### src/rtl/core/fbc_pkg.sv
// Shared types, constants and the round function of the Feistel cipher unit.
// Used by every module of the unit; depends on nothing.
package fbc_pkg;

   localparam int unsigned NUM_ROUNDS     = 8;
   localparam int unsigned KEY_COUNT      = 8;
   localparam int unsigned KEY_W          = 32;
   localparam int unsigned KEY_IDX_W      = $clog2(KEY_COUNT);
   localparam int unsigned CSR_IDX_W      = KEY_IDX_W + 1;
   localparam int unsigned BLOCK_W        = 64;
   localparam int unsigned HALF_W         = BLOCK_W / 2;
   localparam int unsigned BYTE_W         = 8;
   localparam int unsigned BYTES_PER_HALF = HALF_W / BYTE_W;

   localparam int unsigned QUEUE_DEPTH    = 4;
   localparam int unsigned QPTR_W         = $clog2(QUEUE_DEPTH);
   localparam int unsigned QCNT_W         = $clog2(QUEUE_DEPTH + 1);

   localparam logic OP_ENCRYPT = 1'b0;
   localparam logic OP_DECRYPT = 1'b1;

   typedef logic [KEY_COUNT-1:0][KEY_W-1:0] key_bank_type;

   typedef struct packed {
      logic               decrypt;
      logic [BLOCK_W-1:0] block;
   } fbc_item_type;

   // Byte-wise product of the half and the key, keeping the low byte of each.
   function automatic logic [HALF_W-1:0] round_f(input logic [HALF_W-1:0] half,
                                                 input logic [KEY_W-1:0]  key);
      logic [HALF_W-1:0]   f;
      logic [2*BYTE_W-1:0] prod;
      f = '0;
      for (int i = 0; i < BYTES_PER_HALF; i++) begin
         prod = half[i*BYTE_W +: BYTE_W] * key[i*BYTE_W +: BYTE_W];
         f[i*BYTE_W +: BYTE_W] = prod[BYTE_W-1:0];
      end
      return f;
   endfunction

endpackage

### src/rtl/core/fbc_front.sv
// Request front end of the Feistel cipher unit: decodes the direction and
// buffers requests in a short queue. Depends on fbc_pkg.
module fbc_front (
   input  logic                   clock,
   input  logic                   reset,
   input  logic                   req_valid,
   output logic                   req_ready,
   input  logic                   req_opcode,
   input  logic [fbc_pkg::BLOCK_W-1:0] req_block_in,
   output logic                   q_valid,
   input  logic                   q_ready,
   output fbc_pkg::fbc_item_type  q_item
);

   fbc_pkg::fbc_item_type       mem_ff [fbc_pkg::QUEUE_DEPTH];
   fbc_pkg::fbc_item_type       wr_item;
   logic [fbc_pkg::QPTR_W-1:0]  wr_ptr_ff, wr_ptr_in;
   logic [fbc_pkg::QPTR_W-1:0]  rd_ptr_ff, rd_ptr_in;
   logic [fbc_pkg::QCNT_W-1:0]  count_ff, count_in;
   logic                        push;
   logic                        pop;

   assign req_ready = (count_ff != fbc_pkg::QCNT_W'(fbc_pkg::QUEUE_DEPTH));
   assign q_valid   = (count_ff != '0);
   assign q_item    = mem_ff[rd_ptr_ff];
   assign push      = req_valid & req_ready;
   assign pop       = q_valid & q_ready;

   always_comb begin
      wr_item.decrypt = (req_opcode == fbc_pkg::OP_DECRYPT);
      wr_item.block   = req_block_in;

      wr_ptr_in = wr_ptr_ff;
      if (push) begin
         wr_ptr_in = (wr_ptr_ff == fbc_pkg::QPTR_W'(fbc_pkg::QUEUE_DEPTH - 1)) ?
                     '0 : wr_ptr_ff + 1'b1;
      end
      rd_ptr_in = rd_ptr_ff;
      if (pop) begin
         rd_ptr_in = (rd_ptr_ff == fbc_pkg::QPTR_W'(fbc_pkg::QUEUE_DEPTH - 1)) ?
                     '0 : rd_ptr_ff + 1'b1;
      end
      count_in = count_ff;
      if (push && !pop) begin
         count_in = count_ff + 1'b1;
      end else if (pop && !push) begin
         count_in = count_ff - 1'b1;
      end
   end

   always_ff @(posedge clock) begin
      if (reset) begin
         wr_ptr_ff <= '0;
         rd_ptr_ff <= '0;
         count_ff  <= '0;
      end else begin
         wr_ptr_ff <= wr_ptr_in;
         rd_ptr_ff <= rd_ptr_in;
         count_ff  <= count_in;
      end
   end

   always_ff @(posedge clock) begin
      if (push) begin
         mem_ff[wr_ptr_ff] <= wr_item;
      end
   end

endmodule

### src/rtl/core/fbc_round_pipe.sv
// Back end of the Feistel cipher unit: one pipeline stage per round, the last
// stage doubling as the response register. Depends on fbc_pkg.
module fbc_round_pipe (
   input  logic                         clock,
   input  logic                         reset,
   input  logic                         q_valid,
   output logic                         q_ready,
   input  fbc_pkg::fbc_item_type        q_item,
   input  fbc_pkg::key_bank_type        keys,
   output logic                         rsp_valid,
   input  logic                         rsp_ready,
   output logic [fbc_pkg::BLOCK_W-1:0]  rsp_block_out
);

   localparam int unsigned N = fbc_pkg::NUM_ROUNDS;
   localparam int unsigned H = fbc_pkg::HALF_W;

   logic [N-1:0] vld_ff;
   logic [N-1:0] stg_ready;
   logic [H-1:0] left_ff  [N];
   logic [H-1:0] right_ff [N];
   logic         dec_ff   [N];

   // A stage takes new data when it is empty or its content moves on.
   always_comb begin
      for (int s = 0; s < N; s++) begin
         if (s == N - 1) begin
            stg_ready[s] = !vld_ff[s] | rsp_ready;
         end else begin
            stg_ready[s] = !vld_ff[s] | stg_ready[s+1];
         end
      end
   end

   assign q_ready = stg_ready[0];

   for (genvar s = 0; s < N; s++) begin : g_round
      localparam int unsigned FWD = s;
      localparam int unsigned REV = N - 1 - s;

      logic                      vld_in;
      logic                      dec_in;
      logic [H-1:0]              left_src;
      logic [H-1:0]              right_src;
      logic [fbc_pkg::KEY_W-1:0] key;

      if (s == 0) begin : g_first
         assign vld_in    = q_valid;
         assign dec_in    = q_item.decrypt;
         assign left_src  = q_item.block[fbc_pkg::BLOCK_W-1:H];
         assign right_src = q_item.block[H-1:0];
      end else begin : g_next
         assign vld_in    = vld_ff[s-1];
         assign dec_in    = dec_ff[s-1];
         assign left_src  = left_ff[s-1];
         assign right_src = right_ff[s-1];
      end

      assign key = dec_in ? keys[REV] : keys[FWD];

      always_ff @(posedge clock) begin
         if (reset) begin
            vld_ff[s] <= 1'b0;
         end else if (stg_ready[s]) begin
            vld_ff[s] <= vld_in;
         end
      end

      always_ff @(posedge clock) begin
         if (stg_ready[s]) begin
            dec_ff[s]   <= dec_in;
            left_ff[s]  <= right_src;
            right_ff[s] <= left_src ^ fbc_pkg::round_f(right_src, key);
         end
      end
   end

   assign rsp_valid     = vld_ff[N-1];
   assign rsp_block_out = {right_ff[N-1], left_ff[N-1]};

endmodule

### src/rtl/core/feistel_block_cipher_8_round_unit.sv
// Top level of the 64-bit, eight-round Feistel cipher unit.
// Depends on fbc_pkg, fbc_front and fbc_round_pipe.
//
// Usage:
//   Request channel (req_valid/req_ready) carries req_opcode (0 encrypt,
//   1 decrypt) and the 64-bit block req_block_in. Response channel
//   (rsp_valid/rsp_ready) returns rsp_block_out, one response per request,
//   in request order.
//   Round keys are written through csr_we/csr_index/csr_wdata; indexes 0..7
//   select round_key_0..7, any other index is ignored. Write keys only while
//   no request is in flight.
//   Throughput is one request per cycle: the round pipeline has one stage per
//   round, each with four 8x8 byte multipliers, and an empty stage takes new data.
//   An accepted request is written into the request queue, then registered
//   once in each round stage; the last stage drives the response channel.
//   Reset empties the queue and the pipeline and clears all round keys to zero.
//   When rsp_ready is low the last stage holds and the stages before it fill;
//   the four-entry queue keeps taking requests until full, then req_ready drops.
module feistel_block_cipher_8_round_unit (
   input  logic                           clock,
   input  logic                           reset,
   input  logic                           req_valid,
   output logic                           req_ready,
   input  logic                           req_opcode,
   input  logic [fbc_pkg::BLOCK_W-1:0]    req_block_in,
   output logic                           rsp_valid,
   input  logic                           rsp_ready,
   output logic [fbc_pkg::BLOCK_W-1:0]    rsp_block_out,
   input  logic                           csr_we,
   input  logic [fbc_pkg::CSR_IDX_W-1:0]  csr_index,
   input  logic [fbc_pkg::KEY_W-1:0]      csr_wdata
);

   fbc_pkg::key_bank_type  key_ff;
   fbc_pkg::fbc_item_type  q_item;
   logic                   q_valid;
   logic                   q_ready;

   always_ff @(posedge clock) begin
      if (reset) begin
         key_ff <= '0;
      end else if (csr_we && (csr_index < fbc_pkg::CSR_IDX_W'(fbc_pkg::KEY_COUNT))) begin
         key_ff[csr_index[fbc_pkg::KEY_IDX_W-1:0]] <= csr_wdata;
      end
   end

   fbc_front u_front (
      .clock        (clock),
      .reset        (reset),
      .req_valid    (req_valid),
      .req_ready    (req_ready),
      .req_opcode   (req_opcode),
      .req_block_in (req_block_in),
      .q_valid      (q_valid),
      .q_ready      (q_ready),
      .q_item       (q_item)
   );

   fbc_round_pipe u_pipe (
      .clock         (clock),
      .reset         (reset),
      .q_valid       (q_valid),
      .q_ready       (q_ready),
      .q_item        (q_item),
      .keys          (key_ff),
      .rsp_valid     (rsp_valid),
      .rsp_ready     (rsp_ready),
      .rsp_block_out (rsp_block_out)
   );

endmodule

### config.mk
export PLATFORM = sky130hd
export DESIGN_NAME = feistel_block_cipher_8_round_unit
export DESIGN_NICKNAME = d
export VERILOG_FILES = /design/src/rtl/core/fbc_pkg.sv /design/src/rtl/core/fbc_front.sv /design/src/rtl/core/fbc_round_pipe.sv /design/src/rtl/core/feistel_block_cipher_8_round_unit.sv
export SDC_FILE = /design/constraint.sdc
export NUM_CORES = 2
export LEC_CHECK = 0
export ABC_AREA = 1
export BUFFER_PORTS_ARGS = -buffer_cell sky130_fd_sc_hd__buf_2
export CAP_MARGIN = 20
export CORE_MARGIN = 10
export CORE_UTILIZATION = 45
export CTS_BUF_LIST = sky130_fd_sc_hd__clkbuf_16
export CTS_CLUSTER_DIAMETER = 80
export CTS_CLUSTER_SIZE = 12
export DETAILED_ROUTE_END_ITERATION = 12
export SYNTH_ARGS = -nofsm -noshare
export SYNTH_HDL_FRONTEND = slang
export SYNTH_SLANG_ARGS = --single-unit
### constraint.sdc
create_clock -name clock -period 10.9 [get_ports clock]
set_clock_uncertainty 0.1 [all_clocks]
set_input_delay 0 -clock clock [delete_from_list [all_inputs] [get_ports clock]]
set_output_delay 0 -clock clock [all_outputs]
set_load 0.1 [all_outputs]
==> impl_metrics.csv <==
group,metric,value,unit
logic_synthesis,syn_inst,7405,
clocking,tritoncts,"built",
logic_synthesis,ys_seq_elements,1052,
setup_path,required,11.29,ns
grt,grt_max_degree,125,
drt,drcViolationCount,0,
layout,syn_to_final_growth,11.2,%
logic_synthesis,syn_area,69500,µm²
logic_synthesis,synth.distinct_cells,44,
sta,grt_setup_unrepaired,"false",
clocking,cts_resized,0,
clocking,cts-hold-fix-buffers,175,
logic_synthesis,synth-async-reset-ratio,0,%
place,dp_slack,4.20,ns
setup_path,startpoint_type,"flop",
grt,antenna_found_initial,20,
clocking,numCtsBuffers,108,
place,dp_hpwl,136,mm
drt,viasPerCell,5.02,
logic_synthesis,synth_seq_area_share,41.5,%
sta,timing.final.ws_setup,4.16,ns
logic_synthesis,synth.avg_cell_area,9.39,µm²
sta,tightest_slew,1.12,ns
floorplan,io_pins,172,
grt,overflow,0,
setup_path,worst_setup_path_end_kind,"flop",
sta,fin_tns_setup,0,ns
sta,max_freq,148,MHz
drt,first_pass_iters,6,
logic_synthesis,yosys-mux-area-fraction,0.0144,%
run,drv_cap,0,
logic_synthesis,synth_compound_area_share,6.80,%
sta,fin_crit_sh,61.9,%
logic_synthesis,syn_nets,8414,
clocking,clkTransAtPathRegs,0.07,ns
setup_path,worst-path-buf-inv,7,
logic_synthesis,synth_top_cells_by_area,"edfxtp_1 (34%), fa_1 (11%), ha_1 (9.3%)",
setup_path,reg2reg_depth,26,
outcome,status,"complete, no violations",
grt,grt_pass1_wl,278,mm
layout,nNetsFinal,8708,
place,gp_congestion,0.901,
logic_synthesis,synth_xor_area_share,8.45,%
clocking,cts_buffer_depth,3,
sta,fin_crit,6.74,ns
drt,wirelength,179,mm
setup_path,crit_slowest_cell,"dfxtp_4",
drt,vias,49400,
floorplan,die_x,413,µm
logic_synthesis,synth_top_area_share,33.6,%
clocking,clock_sinks,1052,
setup_path,cpPeakStageDelay,0.68,ns
grt,grt_pass1_vias,48500,
logic_synthesis,synth_area_leader_cell,"edfxtp_1",
grt,track_usage,20.8,%
floorplan,rows,144,
drt,ant_nets,0,
clocking,cts_setup_buffers,0,
clocking,htree_levels,3,
sta,relSlewSlack,24.7,%
logic_synthesis,synth_ff_type,"edfxtp_1",
setup_path,path_max_fanout,83,
setup_path,cp.depth,26,
setup_path,cpMostUsedCell,"nand2_1",
drt,drtIter0Drc,3915,
clocking,clk_latency,0.75,ns
floorplan,design.die.area,171000,µm²
place,port_buffers,171,
logic_synthesis,synth_top_family_by_area,"adder cells",
floorplan,start_util,45.2,%
floorplan,die_h,413,µm
clocking,root_buffer,"clkbuf_16",
logic_synthesis,synth-simple-area-share,13.8,%
drt,wl_per_cell,18.2,µm
worst_hold_path,hold-path-cell-count,7,
setup_path,criticalPathCategory,"flop to flop",
logic_synthesis,synthAdderAreaFrac,20.4,%
logic_synthesis,yosysWarnings,0,
sta,hold_violations,0,
setup_path,crit_family,"adder cells",
sta,finalSetupViolCount,0,
logic_synthesis,post-synth-top-count-cell,"inv_1",
floorplan,core,154000,µm²
layout,drive_above_1_share,6.88,%
setup_path,critPathArrivalTime,7.13,ns
logic_synthesis,synth_edf_count,779,
worst_hold_path,hold_class,"input pin to flop",
logic_synthesis,ys_top_cells_by_count,"inv_1 (1355), nor2_1 (1093), nand2_1 (1050)",
sta,drv_slew,0,
## cells by family after synthesis
| group | count (synthesis) |
|---|---|
| fa+ha+maj | 903 |
| xor+xnor | 669 |
| compound gates | 792 |
| buf+inv | 1579 |
| mux | 1 |
| simple gates | 2409 |
| flops | 1052 |
## stage by stage
stage               util, %  cells  instance area, µm²  hold slack (ns)
floorplan                 -   7405               69500         -0.00113
global placement       46.9   9453               72200            0.114
detailed placement     46.9   9454               72200            0.120
CTS                    50.2   9833               77200         0.000809
global route           50.2   9840               77300            0.101
finish                 50.2   9844               77300           0.0819
## flip-flops by register name, indices dropped and copies added (netlist names), 3 cells and up, named ones only
| name | cells |
|---|---|
| u_front.count_ff | 3 |
| u_pipe.g_round.vld_in | 7 |
| u_front.mem_ff | 260 |
| u_pipe.left_ff | 256 |
| u_pipe.dec_ff | 7 |
| key_ff | 256 |
| u_pipe.right_ff | 256 |
## worst paths after layout
kind	start	endpoint	slack, ns
worst max-delay path	flop	u_pipe.right_ff[0][31]	4.16
worst min-delay path	csr_we	key_ff[39]	0.08
worst max register to register	flop	u_pipe.right_ff[0][31]	4.16
worst min register to register	u_pipe.right_ff[0][106]	u_pipe.left_ff[1][10]	0.34
## layout by cell type (no fill, tap or decap), types with 4 or more instances in the layout
master,n
inv_1,1417
nor2_1,1089
nand2_1,1047
edfxtp_1,779
ha_1,518
xor2_1,412
fa_1,385
dfxtp_1,271
xnor2_1,256
o21ai_0,244
a21oi_1,191
a211oi_1,182
dlygate4sd3_1,175
buf_2,170
nand3_1,133
clkbuf_16,112
or2_2,85
o21ai_1,63
o21ai_2,54
buf_4,38
o22ai_1,33
inv_2,22
nand3b_1,20
o211ai_1,17
diode_2,7
clkinv_2,7
inv_6,7
nand2_2,6
nand2_4,4
nand3_2,4
or2_0,4
nor2_4,4
clkinv_4,4
## routing by layer
metal,routed length (µm),vias to the layer above,GRT usage [%]
met1,82900,23900,29.9
met3,14000,208,4.27
li1,-,24000,-
met4,3300,18,4.53
met2,79000,1354,32.5
met5,108,-,0
## worst reg2reg max path: cells and delay by family (launching register included)
family                     cells  cell delay, ns
xor gates and xnor gates       2            0.35
buffers and inverters          7            0.87
and+or+nand+nor               11            2.00
DFF                            1            0.68
adders and majority gates      5            2.28
AOI/OAI and AO/OA              1            0.24
## final cells by class
class | count | area [µm²]
multi-input combinational | 4774 | 34500
tap | 2044 | 2560
sequential | 1052 | 28900
timing repair buffer | 388 | 2970
antenna | 7 | 17.5
inverter | 1375 | 5160
clock inverter | 92 | 464
clock buffer | 112 | 2800
fill | 14200 | 76600
Power is left out: the tool's default activity adds up to more than one toggle a clock period on the data nets, which glitch-free logic cannot reach.
